[src/hw/rtl/fmp_pkg.sv]
`timescale 1ns / 1ps
// ----------------------------------------------------------------------------
// fmp_pkg
// Shared types, constants and the E4M3 compare used by the 2x2 max pooling
// block.
// ----------------------------------------------------------------------------
package fmp_pkg;

    localparam int CODE_W       = 8;
    localparam int SIZE_W       = 7;
    localparam int POS_W        = 6;
    localparam int MAX_WIDTH    = 64;
    localparam int HEIGHT_LIMIT = 64;
    localparam int LINE_DEPTH   = MAX_WIDTH / 2;
    localparam int SLOT_W       = $clog2(LINE_DEPTH);
    localparam int INDEX_W      = 2;

    localparam logic [SIZE_W-1:0] SIZE_MIN      = SIZE_W'(2);
    localparam logic [SIZE_W-1:0] WIDTH_MAX     = SIZE_W'(MAX_WIDTH);
    localparam logic [SIZE_W-1:0] HEIGHT_MAX    = SIZE_W'(HEIGHT_LIMIT);
    localparam logic [SIZE_W-1:0] SIZE_RESET    = SIZE_W'(26);
    localparam logic [CODE_W-1:0] MAG_MASK      = 8'h7F;
    localparam logic [CODE_W-1:0] KEY_ZERO      = 8'h80;

    localparam logic [INDEX_W-1:0] REG_MAP_WIDTH  = INDEX_W'(0);
    localparam logic [INDEX_W-1:0] REG_MAP_HEIGHT = INDEX_W'(1);

    // Action decoded for one accepted code.
    typedef struct packed {
        logic                  wr_en;
        logic                  rd_en;
        logic [SLOT_W-1:0]     slot;
        logic [CODE_W-1:0]     wr_data;
        logic [CODE_W-1:0]     holder;
        logic [CODE_W-1:0]     code;
        logic                  last;
    } scan_op_t;

    // Monotone key: zeros map to the middle, negatives below, positives above.
    function automatic logic [CODE_W-1:0] order_key(input logic [CODE_W-1:0] c);
        logic [CODE_W-1:0] mag;
        mag = c & MAG_MASK;
        if (mag == '0)
            return KEY_ZERO;
        return c[CODE_W-1] ? (KEY_ZERO - mag) : (KEY_ZERO + mag);
    endfunction

    // Keeps held unless next is strictly larger.
    function automatic logic [CODE_W-1:0] keep_larger(input logic [CODE_W-1:0] held,
                                                      input logic [CODE_W-1:0] next);
        return (order_key(next) > order_key(held)) ? next : held;
    endfunction

    function automatic logic [SIZE_W-1:0] clamp_size(input logic [SIZE_W-1:0] v,
                                                     input logic [SIZE_W-1:0] hi);
        if (v < SIZE_MIN)
            return SIZE_MIN;
        if (v > hi)
            return hi;
        return v;
    endfunction

endpackage

[src/hw/rtl/fp8_max_pool_2x2_top.sv]
`timescale 1ns / 1ps
// ----------------------------------------------------------------------------
// fp8_max_pool_2x2_top
// 2x2 stride-2 max pooling over a raster stream of E4M3 codes.
// ----------------------------------------------------------------------------
// Usage: feed one code per transaction on in_valid/in_ready (field code), row
// by row, one map after another. On even rows the larger code of each
// horizontal pair goes into a 32-entry line store; on odd rows the second
// code of each pair reads that entry back and one pooled code leaves on
// out_valid/out_ready, with map_done set on the last result of the map.
// A trailing odd row or column is consumed without a result.
// Throughput is one code per cycle while in_ready is high. The result of a
// block passes through the line store read register, then the compare into
// the output register.
// Set map_width and map_height (indexes 0 and 1) through cfg_wr_en while the
// block is idle; any such write restarts the map at its top-left corner.
// Reset sets both sizes to 26 and the scan position to the top-left corner;
// the line store is not cleared, since every entry is written before use.
// When the receiver stalls, one result waits in the output register and one
// in the compare stage; in_ready drops only when both are full.
// ----------------------------------------------------------------------------
module fp8_max_pool_2x2_top (
    input  logic                          clk,
    input  logic                          rst_n,
    input  logic                          cfg_wr_en,
    input  logic [fmp_pkg::INDEX_W-1:0]   cfg_index,
    input  logic [fmp_pkg::SIZE_W-1:0]    cfg_data,
    input  logic                          in_valid,
    output logic                          in_ready,
    input  logic [fmp_pkg::CODE_W-1:0]    code,
    output logic                          out_valid,
    input  logic                          out_ready,
    output logic [fmp_pkg::CODE_W-1:0]    pooled_code,
    output logic                          map_done
);

    fmp_pkg::scan_op_t          op;
    logic                       accept;
    logic                       free;
    logic [fmp_pkg::CODE_W-1:0] upper;

    assign in_ready = free;
    assign accept   = in_valid && free;

    fmp_scan_ctrl u_scan (
        .clk       (clk),
        .rst_n     (rst_n),
        .cfg_wr_en (cfg_wr_en),
        .cfg_index (cfg_index),
        .cfg_data  (cfg_data),
        .accept    (accept),
        .code      (code),
        .op        (op)
    );

    fmp_line_store u_store (
        .clk     (clk),
        .wr_en   (op.wr_en),
        .wr_addr (op.slot),
        .wr_data (op.wr_data),
        .rd_en   (op.rd_en),
        .rd_addr (op.slot),
        .rd_data (upper)
    );

    fmp_reduce u_reduce (
        .clk         (clk),
        .rst_n       (rst_n),
        .op          (op),
        .upper       (upper),
        .free        (free),
        .out_valid   (out_valid),
        .out_ready   (out_ready),
        .pooled_code (pooled_code),
        .map_done    (map_done)
    );

endmodule

[src/hw/rtl/fmp_line_store.sv]
`timescale 1ns / 1ps
// ----------------------------------------------------------------------------
// fmp_line_store
// Line store of upper-row pair maxima: one write port, one registered read.
// ----------------------------------------------------------------------------
module fmp_line_store (
    input  logic                          clk,
    input  logic                          wr_en,
    input  logic [fmp_pkg::SLOT_W-1:0]    wr_addr,
    input  logic [fmp_pkg::CODE_W-1:0]    wr_data,
    input  logic                          rd_en,
    input  logic [fmp_pkg::SLOT_W-1:0]    rd_addr,
    output logic [fmp_pkg::CODE_W-1:0]    rd_data
);

    logic [fmp_pkg::CODE_W-1:0] mem [fmp_pkg::LINE_DEPTH];
    logic [fmp_pkg::CODE_W-1:0] rd_data_reg;

    always_ff @(posedge clk)
    begin
        if (wr_en)
        begin
            mem[wr_addr] <= wr_data;
        end
        if (rd_en)
        begin
            rd_data_reg <= mem[rd_addr];
        end
    end

    assign rd_data = rd_data_reg;

endmodule

[src/hw/rtl/fmp_scan_ctrl.sv]
`timescale 1ns / 1ps
// ----------------------------------------------------------------------------
// fmp_scan_ctrl
// Size registers, raster position counters and the per-code decode.
// ----------------------------------------------------------------------------
module fmp_scan_ctrl (
    input  logic                           clk,
    input  logic                           rst_n,
    input  logic                           cfg_wr_en,
    input  logic [fmp_pkg::INDEX_W-1:0]    cfg_index,
    input  logic [fmp_pkg::SIZE_W-1:0]     cfg_data,
    input  logic                           accept,
    input  logic [fmp_pkg::CODE_W-1:0]     code,
    output fmp_pkg::scan_op_t              op
);

    logic [fmp_pkg::SIZE_W-1:0] width_reg, width_next;
    logic [fmp_pkg::SIZE_W-1:0] height_reg, height_next;
    logic [fmp_pkg::POS_W-1:0]  col_reg, col_next;
    logic [fmp_pkg::POS_W-1:0]  row_reg, row_next;
    logic [fmp_pkg::CODE_W-1:0] holder_reg, holder_next;

    logic [fmp_pkg::SIZE_W-1:0] w, h, used_w, used_h;
    logic [fmp_pkg::SIZE_W-1:0] col_ext, row_ext;
    logic                       in_block;

    always_comb
    begin
        w       = fmp_pkg::clamp_size(width_reg, fmp_pkg::WIDTH_MAX);
        h       = fmp_pkg::clamp_size(height_reg, fmp_pkg::HEIGHT_MAX);
        used_w  = {w[fmp_pkg::SIZE_W-1:1], 1'b0};
        used_h  = {h[fmp_pkg::SIZE_W-1:1], 1'b0};
        col_ext = {1'b0, col_reg};
        row_ext = {1'b0, row_reg};
        in_block = (col_ext < used_w) && (row_ext < used_h);

        op.slot    = col_reg[fmp_pkg::SLOT_W:1];
        op.wr_data = fmp_pkg::keep_larger(holder_reg, code);
        op.holder  = holder_reg;
        op.code    = code;
        op.wr_en   = accept && in_block && col_reg[0] && !row_reg[0];
        op.rd_en   = accept && in_block && col_reg[0] && row_reg[0];
        op.last    = (col_ext == used_w - 1'b1) && (row_ext == used_h - 1'b1);

        width_next  = width_reg;
        height_next = height_reg;
        col_next    = col_reg;
        row_next    = row_reg;
        holder_next = holder_reg;

        if (accept)
        begin
            if (in_block && !col_reg[0])
            begin
                holder_next = code;
            end
            if (col_ext + 1'b1 >= w)
            begin
                col_next = '0;
                row_next = (row_ext + 1'b1 >= h) ? '0 : row_reg + 1'b1;
            end
            else
            begin
                col_next = col_reg + 1'b1;
            end
        end

        // A register write restarts the map.
        if (cfg_wr_en)
        begin
            unique case (cfg_index)
                fmp_pkg::REG_MAP_WIDTH:
                begin
                    width_next = cfg_data;
                    col_next   = '0;
                    row_next   = '0;
                end
                fmp_pkg::REG_MAP_HEIGHT:
                begin
                    height_next = cfg_data;
                    col_next    = '0;
                    row_next    = '0;
                end
                default:
                begin
                end
            endcase
        end
    end

    always_ff @(posedge clk or negedge rst_n)
    begin
        if (!rst_n)
        begin
            width_reg  <= fmp_pkg::SIZE_RESET;
            height_reg <= fmp_pkg::SIZE_RESET;
            col_reg    <= '0;
            row_reg    <= '0;
            holder_reg <= '0;
        end
        else
        begin
            width_reg  <= width_next;
            height_reg <= height_next;
            col_reg    <= col_next;
            row_reg    <= row_next;
            holder_reg <= holder_next;
        end
    end

endmodule

[src/hw/rtl/fmp_reduce.sv]
`timescale 1ns / 1ps
// ----------------------------------------------------------------------------
// fmp_reduce
// Merges the stored upper pair with the lower pair and holds the result.
// ----------------------------------------------------------------------------
module fmp_reduce (
    input  logic                          clk,
    input  logic                          rst_n,
    input  fmp_pkg::scan_op_t             op,
    input  logic [fmp_pkg::CODE_W-1:0]    upper,
    output logic                          free,
    output logic                          out_valid,
    input  logic                          out_ready,
    output logic [fmp_pkg::CODE_W-1:0]    pooled_code,
    output logic                          map_done
);

    logic                       s1_valid_reg, s1_valid_next;
    logic [fmp_pkg::CODE_W-1:0] s1_holder_reg, s1_code_reg;
    logic                       s1_last_reg;
    logic                       out_valid_reg, out_valid_next;
    logic [fmp_pkg::CODE_W-1:0] pooled_reg, pooled_next;
    logic                       done_reg, done_next;
    logic                       s1_move;
    logic [fmp_pkg::CODE_W-1:0] best;

    always_comb
    begin
        // The memory read data is valid in the cycle after the read was issued
        // and holds until the next read, which cannot come while s1 is stalled.
        best    = fmp_pkg::keep_larger(upper, s1_holder_reg);
        best    = fmp_pkg::keep_larger(best, s1_code_reg);
        s1_move = s1_valid_reg && (!out_valid_reg || out_ready);
        free    = !s1_valid_reg || s1_move;

        s1_valid_next  = op.rd_en || (s1_valid_reg && !s1_move);
        out_valid_next = s1_move || (out_valid_reg && !out_ready);
        pooled_next    = s1_move ? best : pooled_reg;
        done_next      = s1_move ? s1_last_reg : done_reg;
    end

    always_ff @(posedge clk or negedge rst_n)
    begin
        if (!rst_n)
        begin
            s1_valid_reg  <= 1'b0;
            out_valid_reg <= 1'b0;
        end
        else
        begin
            s1_valid_reg  <= s1_valid_next;
            out_valid_reg <= out_valid_next;
        end
    end

    always_ff @(posedge clk)
    begin
        if (op.rd_en)
        begin
            s1_holder_reg <= op.holder;
            s1_code_reg   <= op.code;
            s1_last_reg   <= op.last;
        end
        pooled_reg <= pooled_next;
        done_reg   <= done_next;
    end

    assign out_valid   = out_valid_reg;
    assign pooled_code = pooled_reg;
    assign map_done    = done_reg;

endmodule
[config.mk]
export PLATFORM = sky130hd
export DESIGN_NAME = fp8_max_pool_2x2_top
export DESIGN_NICKNAME = d
export VERILOG_FILES = /design/src/hw/rtl/fmp_pkg.sv /design/src/hw/rtl/fp8_max_pool_2x2_top.sv /design/src/hw/rtl/fmp_line_store.sv /design/src/hw/rtl/fmp_scan_ctrl.sv /design/src/hw/rtl/fmp_reduce.sv
export SDC_FILE = /design/constraint.sdc
export NUM_CORES = 1
export LEC_CHECK = 0
export ABC_AREA = 0
export BUFFER_PORTS_ARGS = -buffer_cell sky130_fd_sc_hd__buf_2
export CORE_MARGIN = 5
export CORE_UTILIZATION = 50
export CTS_CLUSTER_DIAMETER = 80
export DETAILED_ROUTE_END_ITERATION = 7
export PLACE_DENSITY = 0.68
export SLEW_MARGIN = 10
export SYNTH_ARGS = -nofsm -noshare
export SYNTH_HDL_FRONTEND = slang
export SYNTH_HIERARCHICAL = 1
export SYNTH_SLANG_ARGS = --single-unit
[constraint.sdc]
create_clock -name clk -period 6 [get_ports clk]
set_input_delay 1.2 -clock clk [delete_from_list [all_inputs] [get_ports clk]]
set_output_delay 1.2 -clock clk [all_outputs]
set_load 0.02 [all_outputs]
# Word level (Yosys, flattened, before mapping)
# Memories as Yosys holds them, arrays and structs flattened. A register that Yosys moved wholly into a read port is not among the register bits.
# Cells that the tools add are included.
[totals] register_bits=62 latchBits=0 ramBits=256 rom_bits=0 in_bits=22 output_inout_bits=11 wordCells=129 n_memories=1
[op_classes] addsub=18 mul=0 n_div=0 order_cmp=11 eq_ne=3 n_shift=0 muxes=52 bitwise_logic=0 n_reduce_logical=32
[mem_list] memory="u_store.mem" words=32 width=8 rd=1 rd_ports_with_merged_regs=1 wr=1 line_no="fmp_line_store.sv:16" source="logic [fmp_pkg::CODE_W-1:0] mem [fmp_pkg::LINE_DEPTH];"
[ops] op="8-bit 2-to-1 mux" count=21
[ops] op="7-bit 2-to-1 mux" count=8
[ops] op="6-bit 2-to-1 mux" count=9
[ops] op="8-bit by 7-bit adder with 8-bit output (first input constant)" count=6
[ops] op="8-bit logical NOT" count=6
[ops] op="8-bit by 7-bit subtractor with 8-bit output (first input constant)" count=6
[ops] op="8-bit > comparator" count=3
[ops] op="6-bit by 1-bit adder with 7-bit output (second input constant)" count=2
[ops] op="6-bit by 7-bit equality test with 1-bit output" count=2
[ops] op="7-bit greater-or-equal comparator" count=2
[ops] op="7-bit > comparator (second input constant)" count=2
[ops] op="6-bit by 7-bit less-than comparator with 1-bit output" count=2
[ops] op="7-bit by 2-bit less-than comparator with 1-bit output (second input constant)" count=2
[ops] op="1-bit 2-to-1 mux" count=14
[ops] op="7-bit by 1-bit subtractor with 7-bit output (second input constant)" count=2
[ops] op="6-bit by 1-bit adder with 6-bit output (second input constant)" count=2
[ops] op="1-bit logical AND" count=11
[ops] op="1-bit logical NOT" count=6
[ops] op="2-bit AND reduction" count=3
[ops] op="1-bit logical OR" count=4
[ops] op="2-bit by 1-bit equality test with 1-bit output (second input constant)" count=1
[ops] op="2-bit logical NOT" count=1
[ops] op="2-bit OR reduction" count=1

# Longest topological paths before layout
# Gate-level depths: netlist (run 1).
[depth] word_depth=12 ltp_mapped=25 depth_no_buf=23

# By module
# Netlist (run 1), hierarchy kept.
[modules_own_cells] module="fmp_line_store" instances=1 cells_per_inst=417 area_per_inst_um2=10133.5 seq_area_each_um2=7927.6
[modules_own_cells] module="fmp_scan_ctrl" instances=1 cells_per_inst=335 area_per_inst_um2=3089.2 seq_area_each_um2=858.3
[modules_own_cells] module="fmp_reduce" instances=1 cells_per_inst=223 area_per_inst_um2=2225.9 seq_area_each_um2=830.8
[modules_own_cells] module="fp8_max_pool_2x2_top" instances=1 cells_per_inst=1 area_per_inst_um2=6.3 seq_area_each_um2=0.0

# Worst setup path after synthesis (run 1)
# OpenSTA, ideal clock, no wires.
[synth_path] kind="reg2reg" start="register u_reduce/s1_holder_reg[2] (netlist name)" end="register u_reduce.pooled_reg, in the netlist u_reduce/pooled_code[3], data pin" setup_time_ps=260 arrival_time_ps=4691 t_required_ps=5740 setup_slack_ps=1049 stages_incl_launch_ff=24 n_path_buf=1 synth_period_minus_slack_ps=4951 cell_sequence="edfxtp_1 -> or3_1 -> o21ai_0 -> xor2_1 -> nor2_1 -> ha_1 -> a211oi_2 -> nor2_2 -> o31a_2 -> nand2_2 -> buf_6 -> a21oi_1 -> ha_1 -> nand2b_1 -> a21oi_1 -> nor3b_1 -> a211oi_1 -> a31o_2 -> ha_1 -> and3_1 -> nand4_1 -> o21ai_0 -> a21oi_2 -> mux2_2"
[synth_via] elab_chain_cells=10 word_cells_on_any_way=16 classes_between="add/sub (4); order compare (2); mux (8); reduce/logical (2)"
[synth_rtl] element="from (decl)" line_no="fmp_reduce.sv:19" source="logic [fmp_pkg::CODE_W-1:0] s1_holder_reg, s1_code_reg;"
[synth_rtl] element="from (signal assigned)" line_no="fmp_reduce.sv:60" source="s1_holder_reg <= op.holder;"
[synth_rtl] element="8-bit by 7-bit adder with 8-bit output (tied with other cells)" line_no="fmp_pkg.sv:45" source="return c[CODE_W-1] ? (KEY_ZERO - mag) : (KEY_ZERO + mag);"
[synth_rtl] element="8-bit 2-to-1 mux or 1-bit 2-to-1 mux (tied branches)" line_no="fmp_pkg.sv:45, fmp_pkg.sv:43"
[synth_rtl] element="8-bit 2-to-1 mux" line_no="fmp_pkg.sv:45"
[synth_rtl] element="8-bit > comparator" line_no="fmp_pkg.sv:51" source="return (order_key(next) > order_key(held)) ? next : held;"
[synth_rtl] element="8-bit 2-to-1 mux (*)" line_no="fmp_pkg.sv:51"
[synth_rtl] element="8-bit by 7-bit adder with 8-bit output (tied with other cells)" line_no="fmp_pkg.sv:45"
[synth_rtl] element="8-bit 2-to-1 mux or 1-bit 2-to-1 mux (tied branches)" line_no="fmp_pkg.sv:45, fmp_pkg.sv:43"
[synth_rtl] element="8-bit 2-to-1 mux" line_no="fmp_pkg.sv:45"
[synth_rtl] element="8-bit > comparator" line_no="fmp_pkg.sv:51"
[synth_rtl] element="8-bit 2-to-1 mux (*)" line_no="fmp_pkg.sv:51"
[synth_rtl] element="named net u_reduce.best, one bit" line_no="fmp_reduce.sv:25" source="logic [fmp_pkg::CODE_W-1:0] best;"
[synth_rtl] element="to (signal assigned)" line_no="fmp_reduce.sv:64" source="pooled_reg <= pooled_next;"
[synth_rtl] element="to (decl)" line_no="fmp_reduce.sv:22" source="logic [fmp_pkg::CODE_W-1:0] pooled_reg, pooled_next;"
# The timed path passes the listed nets; every way through them passes the cells marked *.
# A chain may end at the register's enable or synchronous reset.

# Final worst setup path (run 1)
# Ends and elaborated chain as after synthesis.

==> impl_metrics.csv, run 1 <==
group,metric,value,unit
power,power_frac_clock,29.4,%
die,ios,33,
routing,viasPerCell,5.93,
yosys,yosysTopAreaCellShare,56.3,%
sta,worst_pin_slew,1.05,ns
global_routing,antenna_found_initial,0,
clock_network,h-tree-depth,2,
clock_network,cts_setup_buffers,0,
routing,wl_met2,15100,um
setup_path,crit_type,"reg -> reg",
placed_design,dp_hpwl,20900,um
global_routing,gr-total-overflow,0,
final_layout,drive_gt1_share,23.6,%
sta,finalSetupTns,0,ns
routing,top_layer,"met4",
yosys,synth-edff-count,290,
routing,antenna_left,0,
placed_design,gp_congestion,0.883,
clock_network,cts.clk_slew.worst_paths,0.06,ns
sta,hold_viol,0,
routing,drt_iter0_drc,754,
placed_design,numPlacedInstances,1368,
sta,finClkSkew,0.0284,ns
yosys,ys_seq_elements,326,
hold_path,hold_path_depth,0,
final_layout,final_cell_mix,"290 x edfxtp_1, 80 x mux4_2, 67 x nor2_1, 56 x ha_1, 55 x nand2_1",
sta,relSlewSlack,28.9,%
clock_network,clock_sinks,326,
final_layout,mostFrequentLayoutCell,"edfxtp_1",
power,power.share.sequential,45.9,%
clock_network,cts_root_buf,"clkbuf_16",
die,dieHeight,186,um
sta,setup_violations,0,
clock_network,cts_resized,0,
yosys,synth-main-ff-cell,"edfxtp_1",
power,leakagePower,5.83,nW
global_routing,grt_pass1_wl,49300,um
final_layout,stdcell_count,1429,
clock_network,clock_latency,0.52,ns
yosys,synthTopCellsByArea,"edfxtp_1 56%, mux4_2 12%, dfrtp_1 4.9%",
yosys,synth_cell_type_count,72,
sta,finalCriticalPeriod,5.38,ns
clock_network,cts_tree,"yes",
placed_design,io_buffers,32,
clock_network,cts_max_path_buffers,3,
power,comb_power_share,24.7,%
final_layout,finalNetCount,1087,
yosys,syn_area_per_cell,15.8,sq um
die,die-area,34500,sq um
die,start_util,50.5,%
setup_path,rr_worst_depth,21,
routing,first_pass_iters,5,
final_layout,n_antenna_cell,0,
yosys,async_flop_share,11.0,%
setup_path,cp.required,6.25,ns
yosys,ys_warn_count,6,
final_layout,largest_register_ffs,256,
routing,finalWirelength,31400,um
routing,met3_wirelength,2030,um
sta,rsz0062_at_grt,"no",
final_layout,fillers,2389,
die,die_x,186,um
global_routing,track_usage,18.8,%
power,power_switching,2.05,mW
routing,routedWlPerCell,22.0,um
global_routing,grt_max_degree,66,
die,design.core.area,30600,sq um
global_routing,grt_pass1_vias,8577,
yosys,yosysSeqAreaShare,62.2,%
yosys,synthesis.nets,1054,
yosys,synth_largest_area_cell,"edfxtp_1",
die,rows,64,
routing,drc_errors,0,
sta,fmax,186,MHz
final_layout,regMostFlops,"u_store/mem",
clock_network,numCtsBuffers,35,
sta,finalCritPeriodShare,89.7,%
routing,vias,8472,
setup_path,worstPathMaxFanout,8,
routing,wl_met1,13600,um
power,internal-power,4.95,mW
sta,maxSlewViolCount,0,
power,p_sw_share,29.3,%
yosys,synth_cells,976,
clock_network,holdBufCountCts,0,
power,power_density,411,nW/um^2
yosys,syn-cell-area,15500,sq um
setup_path,startpoint_type,"register",
hold_path,hp-class,"reg -> reg",
setup_path,crit_path_end_kind,"register",
flow_run,cap_viol_max_count,0,
status,outcome,"complete, no violations",
final_layout,area_growth,10.3,%
power,vdd_ir_drop_max,0.000299,V
setup_path,cp.arrival,5.63,ns
[through the flow]
| step | setup slack [ns] | hold WS [ns] | utilization (%) | power [mW] | area, sq um |
|---|---|---|---|---|---|
| after detailed placement | 0.637 | 0.427 | 52.1 | 5.00 | 15900 |
| after global placement | 0.640 | 0.424 | 52.1 | 4.96 | 15900 |
| after CTS | 0.626 | 0.440 | 55.7 | 7.07 | 17000 |
| after floorplan | 1.05 | 0.400 | - | 4.43 | 15500 |
| final | 0.619 | 0.434 | 55.7 | 7.00 | 17000 |
| after global routing | 0.188 | 0.456 | 55.7 | 7.35 | 17000 |
[worst max-delay path, stage by stage, from the launching register on]
cell      delay [ns]
edfxtp_1        0.44
or3_1           0.46
nor3_1          0.25
and2_1          0.23
nor2_1          0.07
ha_1            0.33
a211oi_2        0.21
nor2_2          0.10
and4bb_4        0.42
nor3_1          0.07
a21oi_1         0.23
ha_1            0.36
inv_1           0.14
nor3_1          0.21
a221oi_2        0.10
xor2_1          0.16
ha_1            0.29
and3_1          0.18
nand4_1         0.07
o21ai_0         0.10
a21oi_2         0.32
mux2_2          0.38
[Yosys cell counts (all sizes together), types with 2 or more instances]
cell,instances
edfxtp,290
mux4,80
nor2,70
ha,56
nand2,56
mux2,38
o21ai,34
buf,31
dfrtp,30
xnor2,29
nand3,25
a21oi,22
inv,19
clkbuf,16
mux2i,16
nand2b,16
xor2,16
nor3,11
nor2b,10
a21o,9
and3,9
and2,7
nand3b,7
or3,7
dfstp,6
nand4,6
o21a,6
o31ai,6
a211oi,5
nor4,5
a221oi,3
a31oi,3
and4,3
nor3b,3
or3b,3
a211o,2
nand4bb,2
o211ai,2
o221ai,2
o31a,2
[power by group through the flow]
stage / Clock [mW] / Combinational (mW) / Sequential, mW
floorplan: 0 / 1.26 / 3.17
global placement: 0 / 1.70 / 3.26
detailed placement: 0 / 1.74 / 3.26
CTS: 2.10 / 1.75 / 3.22
global route: 2.20 / 1.90 / 3.24
finish: 2.06 / 1.73 / 3.21
[area by class of cell]
class                           count  area, sq um  share of cell area (%)
Tap cell                          396          495                    2.91
Timing Repair Buffer               43          243                    1.42
Clock inverter                     19          184                    1.08
Clock buffer                       42          923                    5.42
Inverter                           20         75.1                   0.440
Sequential cell                   326         9620                    56.4
Multi-Input combinational cell    583         5500                    32.3
[path summary, 6_finish.rpt]
kind | slack, ns | start | to
worst max-delay path | 0.62 | u_reduce/s1_holder_reg[2]$_DFFE_PP_ | u_reduce/pooled_code[3]$_DFFE_PP_
max in group asynchronous | 4.60 | rst_n | u_scan/col_reg[1]$_DFF_PN0_
min in group asynchronous | 0.78 | rst_n | u_scan/row_reg[2]$_DFF_PN0_
worst min-delay path | 0.43 | u_reduce/s1_last_reg$_DFFE_PP_ | u_reduce/map_done$_DFFE_PP_
worst max register to register | 0.62 | u_reduce/s1_holder_reg[2]$_DFFE_PP_ | u_reduce/pooled_code[3]$_DFFE_PP_
worst min register to register | 0.43 | u_reduce/s1_last_reg$_DFFE_PP_ | u_reduce/map_done$_DFFE_PP_
[logic make-up after synthesis]
family	count (synthesis)	share of synthesized area [%]
AO/OA/AOI/OAI	107	4.97
XOR/XNOR	45	2.55
adder cells (fa/ha/maj)	56	4.53
buffers and inverters	67	2.23
flip-flops	326	62.2
multiplexers	134	15.5
AND/OR/NAND/NOR	241	8.02
[layer usage]
| layer | vias up | global-route usage (%) |
|---|---|---|
| li1 | 3880 | - |
| met1 | 4287 | 27.0 |
| met5 | - | 0 |
| met2 | 253 | 30.0 |
| met4 | 0 | 4.93 |
| met3 | 52 | 3.32 |
No activity file was read; power rests on OpenSTA's default activity.
==> run 2: changes to the inputs <==
--- a/config.mk
+++ b/config.mk
@@ -7,6 +7,7 @@
 export LEC_CHECK = 0
 export ABC_AREA = 0
 export BUFFER_PORTS_ARGS = -buffer_cell sky130_fd_sc_hd__buf_2
+export CORE_ASPECT_RATIO = 0.5
 export CORE_MARGIN = 5
 export CORE_UTILIZATION = 50
 export CTS_CLUSTER_DIAMETER = 80
==> run 2 against run 1 <==
  * Wire length grew 2.5%
  * Critical path type unchanged
  * Critical path depth is the same
  * First-iteration DRC count grew 17%
  * Maximum frequency shrank 3.7%
  * Hold slack lost 0.010 ns
  * Register-to-register slack lost 0.21 ns
  * Count of clock-buffer cells in the layout shrank 11
  * Core utilization grew 0.14 points
  * Non-clock buffer count shrank 3
==> impl_metrics.csv, run 2 (same netlist as run 1, synthesis figures left out) <==
group,metric,value,unit
clock_network,clock_latency,0.57,ns
die,dieHeight,134,um
die,ios,33,
placed_design,gp_congestion,0.878,
final_layout,drive_gt1_share,23.4,%
clock_network,numCtsBuffers,29,
sta,fmax,179,MHz
routing,viasPerCell,6.06,
sta,maxSlewViolCount,0,
power,internal-power,4.89,mW
power,power.share.sequential,46.2,%
hold_path,hp-class,"reg -> reg",
routing,first_pass_iters,5,
placed_design,dp_hpwl,21300,um
setup_path,crit_type,"reg -> reg",
sta,finalSetupTns,0,ns
global_routing,track_usage,18.6,%
final_layout,finalNetCount,1078,
final_layout,fillers,2299,
final_layout,regMostFlops,"u_store/mem",
clock_network,clock_sinks,326,
power,power_density,410,nW/um^2
setup_path,cp.arrival,5.90,ns
final_layout,utilization,55.9,%
routing,vias,8632,
placed_design,io_buffers,32,
clock_network,cts_tree,"yes",
global_routing,grt_pass1_vias,8539,
setup_path,r2r_setup_slack,0.41,ns
global_routing,grt_max_degree,58,
flow_run,cap_viol_max_count,0,
sta,setup_violations,0,
setup_path,cp.required,6.31,ns
power,leakagePower,5.76,nW
power,p_sw_share,29.8,%
routing,antenna_left,0,
final_layout,final_cell_mix,"290 x edfxtp_1, 80 x mux4_2, 67 x nor2_1, 56 x ha_1, 55 x nand2_1",
sta,worst_pin_slew,1.09,ns
power,vdd_ir_drop_max,0.000383,V
sta,rsz0062_at_grt,"no",
routing,finalWirelength,32200,um
global_routing,antenna_found_initial,3,
clock_network,cts.clk_slew.worst_paths,0.07,ns
routing,drc_errors,0,
power,power_frac_clock,29.0,%
die,start_util,50.8,%
power,comb_power_share,24.8,%
status,outcome,"complete, no violations",
sta,finalCriticalPeriod,5.59,ns
die,die-area,34700,sq um
die,die_x,259,um
setup_path,worstPathMaxFanout,12,
routing,drt_iter0_drc,881,
global_routing,grt_pass1_wl,50200,um
routing,routedWlPerCell,22.6,um
setup_path,startpoint_type,"register",
setup_path,crit_path_end_kind,"register",
clock_network,cts_setup_buffers,0,
clock_network,h-tree-depth,1,
sta,finalCritPeriodShare,93.1,%
sta,finClkSkew,0.0192,ns
sta,hold_viol,0,
final_layout,mostFrequentLayoutCell,"edfxtp_1",
clock_network,cts_root_buf,"clkbuf_16",
clock_network,cts_max_path_buffers,3,
die,design.core.area,30400,sq um
die,rows,45,
sta,relSlewSlack,25.9,%
final_layout,area_growth,9.89,%
final_layout,largest_register_ffs,256,
power,power_switching,2.07,mW
global_routing,gr-total-overflow,0,
-- run 2: worst paths after layout --
check | from | to | cells after the start
min in group asynchronous | rst_n | u_scan/height_reg[5]$_DFFE_PN0P_ | 1
worst max register to register | u_reduce/s1_holder_reg[2]$_DFFE_PP_ | u_reduce/pooled_code[5]$_DFFE_PP_ | 21
worst max-delay path | u_reduce/s1_holder_reg[2]$_DFFE_PP_ | u_reduce/pooled_code[5]$_DFFE_PP_ | 21
max in group asynchronous | rst_n | u_scan/col_reg[1]$_DFF_PN0_ | 1
worst min-delay path | u_reduce/s1_last_reg$_DFFE_PP_ | u_reduce/map_done$_DFFE_PP_ | 0
worst min register to register | u_reduce/s1_last_reg$_DFFE_PP_ | u_reduce/map_done$_DFFE_PP_ | 0
-- run 2: power by group through the flow --
stage	clock, mW	combinational [mW]	sequential, mW
floorplan	0	1.26	3.17
global placement	0	1.63	3.26
detailed placement	0	1.72	3.27
CTS	2.06	1.73	3.22
global route	2.17	1.90	3.24
finish	2.02	1.73	3.22
-- run 2: what timing repair did --
item                       4_1_cts  5_1_grt
hold buffers                     0        0
gates resized for setup          0        1
hold endpoints to repair         0        0
setup endpoints to repair        0        3
-- run 2: routing by layer --
metal / global-route usage [%] / up-vias / routed length, um
met5: 0 / - / 7
met4: 4.51 / 2 / 777
met3: 3.65 / 48 / 2030
met2: 28.1 / 271 / 14600
met1: 28.3 / 4454 / 14900
li1: - / 3857 / -
-- run 2: through the flow --
stage          total power [mW]  instance area [sq um]  hold WS [ns]  setup WS [ns]  std cells
2_1_floorplan              4.43                  15500         0.400           1.05        976
3_3_place_gp               4.90                  15900         0.423          0.538       1368
3_5_place_dp               4.99                  15900         0.412          0.423       1368
4_1_cts                    7.02                  17000         0.428          0.386       1422
5_1_grt                    7.32                  17000         0.439         0.0157       1424
6_report                   6.97                  17000         0.424          0.414       1424
-- run 2: critical path: stages (launching register included) --
cell	delay [ns]
edfxtp_1	0.45
or3_1	0.45
nor3_1	0.27
and2_1	0.24
nor2_1	0.07
ha_1	0.32
and4_4	0.20
nand4_1	0.18
o31a_2	0.22
nand2_2	0.20
a21oi_1	0.31
ha_1	0.37
inv_1	0.15
nor3_1	0.20
a221oi_2	0.09
xor2_1	0.16
ha_1	0.31
and3_1	0.19
nand4_1	0.08
o21ai_0	0.15
a21oi_4	0.33
mux2_2	0.38
-- run 2: cell type report --
cell class | instances | area (sq um) | area share [%]
antenna | 2 | 5.00 | 0.0295
clock buffer | 31 | 753 | 4.43
clock inverter | 23 | 299 | 1.76
inverter | 20 | 75.1 | 0.442
multi-input combinational | 583 | 5510 | 32.4
sequential | 326 | 9620 | 56.7
tap | 399 | 499 | 2.94
timing repair buffer | 40 | 220 | 1.30
==> run 3: changes to the inputs <==
--- a/config.mk
+++ b/config.mk
@@ -12,7 +12,7 @@
 export CORE_UTILIZATION = 50
 export CTS_CLUSTER_DIAMETER = 80
 export DETAILED_ROUTE_END_ITERATION = 7
-export PLACE_DENSITY = 0.68
+export PLACE_DENSITY = 0.77
 export SLEW_MARGIN = 10
 export SYNTH_ARGS = -nofsm -noshare
 export SYNTH_HDL_FRONTEND = slang
==> constraint.sdc (replaced) <==
create_clock -name clk -period 6.8 [get_ports clk]
set_input_delay 1.36 -clock clk [delete_from_list [all_inputs] [get_ports clk]]
set_output_delay 1.36 -clock clk [all_outputs]
set_load 0.02 [all_outputs]
==> run 3 against run 2 <==
  * Global-route usage increased by 0.78 points
  * Worst setup slack improved by 0.68 ns
  * Via count increased by 1.9%
  * Core utilization decreased by 0.37 points
  * Largest cell class unchanged
==> impl_metrics.csv, run 3 (same netlist as run 1, synthesis figures left out) <==
group,metric,value,unit
final_layout,regMostFlops,"u_store/mem",
final_layout,finalNetCount,1075,
setup_path,r2r_end,"u_reduce/pooled_code[7]$_DFFE_PP_",
clock_network,h-tree-depth,1,
die,dieHeight,134,um
clock_network,clock_sinks,326,
power,total_power,6.04,mW
placed_design,placed_area,15900,sq um
die,rows,45,
final_layout,multi_input_area,5510,sq um
sta,rsz0062_at_grt,"no",
final_layout,final_area,16900,sq um
power,p_sw_share,30.0,%
global_routing,antenna_found_initial,1,
final_layout,area_growth,9.16,%
flow_run,cap_viol_max_count,0,
global_routing,gr-total-overflow,0,
hold_path,hp-class,"reg -> reg",
power,vdd_ir_drop_max,0.000274,V
clock_network,cts.clk_slew.worst_paths,0.07,ns
final_layout,fillers,2289,
setup_path,r2r_setup_slack,1.10,ns
final_layout,ff_latch_area,9620,sq um
placed_design,gp_congestion,0.882,
setup_path,cp.arrival,6.00,ns
sta,maxSlewViolCount,0,
die,design.core.area,30400,sq um
sta,setup_violations,0,
global_routing,track_usage,19.4,%
placed_design,dp_hpwl,21300,um
power,power.share.sequential,46.9,%
setup_path,critPathMostFrequentCell,"ha_1",
setup_path,path_delay_family,"simple AND/OR/NAND/NOR gates",
clock_network,cts_max_path_buffers,3,
final_layout,drive_gt1_share,22.4,%
final_layout,largest_register_ffs,256,
sta,fmax,175,MHz
setup_path,cpMaxStageDelayCell,"nor4_1",
final_layout,final_cell_mix,"290 x edfxtp_1, 80 x mux4_2, 67 x nor2_1, 56 x ha_1, 55 x nand2_1",
sta,finClkSkew,0.0521,ns
clock_network,cts_setup_buffers,0,
sta,hold_viol,0,
clock_network,clock_latency,0.60,ns
setup_path,startpoint_type,"register",
setup_path,critPathBufInv,1,
clock_network,cts_root_buf,"clkbuf_16",
setup_path,worstPathMaxFanout,12,
routing,drc_errors,0,
status,outcome,"complete, no violations",
global_routing,grt_pass1_wl,52000,um
setup_path,path_cells,"nor4_1, nand2_1, o21ai_0, a21boi_0, ha_1, and4_4, nand4_1, o31a_2, nand2_2, a21oi_1, ha_1, inv_1, nor3_1, a221oi_2, xor2_1, ha_1, and3_1, nand4_1, o21ai_0, a21oi_2, mux2_2",
clock_network,cts_resized,0,
die,ios,33,
final_layout,mostFrequentLayoutCell,"edfxtp_1",
clock_network,numCtsBuffers,28,
power,power_frac_clock,27.7,%
hold_path,min_to,"u_reduce/map_done$_DFFE_PP_",
setup_path,crit_path_end_kind,"register",
final_layout,n_antenna_cell,0,
power,internal-power,4.22,mW
hold_path,hp-start,"u_reduce/s1_last_reg$_DFFE_PP_",
die,die_x,259,um
hold_path,hold_path_depth,0,
setup_path,timing.rr.start,"u_store/rd_data[2]$_DFFE_PP_",
sta,finalCritPeriodShare,83.9,%
routing,vias,8793,
routing,finalWirelength,33600,um
sta,setup_ws,1.10,ns
global_routing,grt_max_degree,76,
sta,finalSetupTns,0,ns
die,die-area,34700,sq um
placed_design,dpl_worst_slack,1.24,ns
power,power_density,358,nW/um^2
sta,relSlewSlack,30.3,%
setup_path,cp.required,7.10,ns
power,leakagePower,5.72,nW
setup_path,critPathMaxStageDelay,0.74,ns
routing,viasPerCell,6.21,
routing,drt_iter0_drc,923,
routing,antenna_left,0,
sta,finalCriticalPeriod,5.70,ns
die,start_util,50.8,%
placed_design,io_buffers,32,
global_routing,grt_pass1_vias,8631,
sta,worst_pin_slew,1.05,ns
routing,routedWlPerCell,23.7,um
clock_network,holdBufCountCts,0,
setup_path,crit_type,"reg -> reg",
routing,first_pass_iters,5,
setup_path,rr_worst_depth,21,
power,power_switching,1.81,mW
power,comb_power_share,25.4,%
clock_network,cts_tree,"yes",
run 3: per-stage QoR:
step / utilization [%] / cells / hold slack (ns)
final: 55.5 / 1417 / 0.444
after global routing: 55.5 / 1417 / 0.471
after CTS: 55.5 / 1417 / 0.443
after detailed placement: 52.3 / 1366 / 0.417
after global placement: 52.3 / 1366 / 0.436
after floorplan: - / 976 / 0.400
run 3: worst max path at each step:
stage | start | endpoint | slack (ns) | cells after the start
floorplan | u_reduce/s1_holder_reg[2]$_DFFE_PP_ | u_reduce/pooled_code[3]$_DFFE_PP_ | 1.85 | 23
global placement | u_store/rd_data[2]$_DFFE_PP_ | u_reduce/pooled_code[7]$_DFFE_PP_ | 1.27 | 21
detailed placement | u_store/rd_data[2]$_DFFE_PP_ | u_reduce/pooled_code[7]$_DFFE_PP_ | 1.24 | 21
CTS | u_store/rd_data[2]$_DFFE_PP_ | u_reduce/pooled_code[7]$_DFFE_PP_ | 1.19 | 21
global route | u_store/rd_data[2]$_DFFE_PP_ | u_reduce/pooled_code[7]$_DFFE_PP_ | 0.76 | 21
finish | u_store/rd_data[2]$_DFFE_PP_ | u_reduce/pooled_code[7]$_DFFE_PP_ | 1.10 | 21
run 3: layout make-up:
class,instances,share of cell area [%]
sequential,326,57.0
multi-input combinational,583,32.6
clock buffer,31,4.22
tap,399,2.96
clock inverter,20,1.48
timing repair buffer,38,1.22
inverter,20,0.445
run 3: routing by layer:
layer	vias to the layer above	GRT usage (%)	wire, um
met5	-	0	20
met4	2	6.10	1100
met3	77	4.25	2530
met2	388	30.3	15500
met1	4469	27.8	14500
li1	3857	-	-
run 3: power by group through the flow:
stage | Combinational (mW) | Sequential (mW) | Clock (mW)
final | 1.53 | 2.83 | 1.67
after global routing | 1.68 | 2.85 | 1.80
after detailed placement | 1.51 | 2.88 | 0
after global placement | 1.43 | 2.87 | 0
after CTS | 1.53 | 2.83 | 1.70
after floorplan | 1.11 | 2.80 | 0
run 3: worst reg2reg max path, cell delays in order, from the launching register on:
cell and delay [ns]:
edfxtp_1 0.50, nor4_1 0.74, nand2_1 0.14, o21ai_0 0.12, a21boi_0 0.11, ha_1 0.31, and4_4 0.22, nand4_1 0.17
o31a_2 0.22, nand2_2 0.20, a21oi_1 0.30, ha_1 0.37, inv_1 0.14, nor3_1 0.20, a221oi_2 0.09, xor2_1 0.16
ha_1 0.29, and3_1 0.18, nand4_1 0.08, o21ai_0 0.10, a21oi_2 0.41, mux2_2 0.40
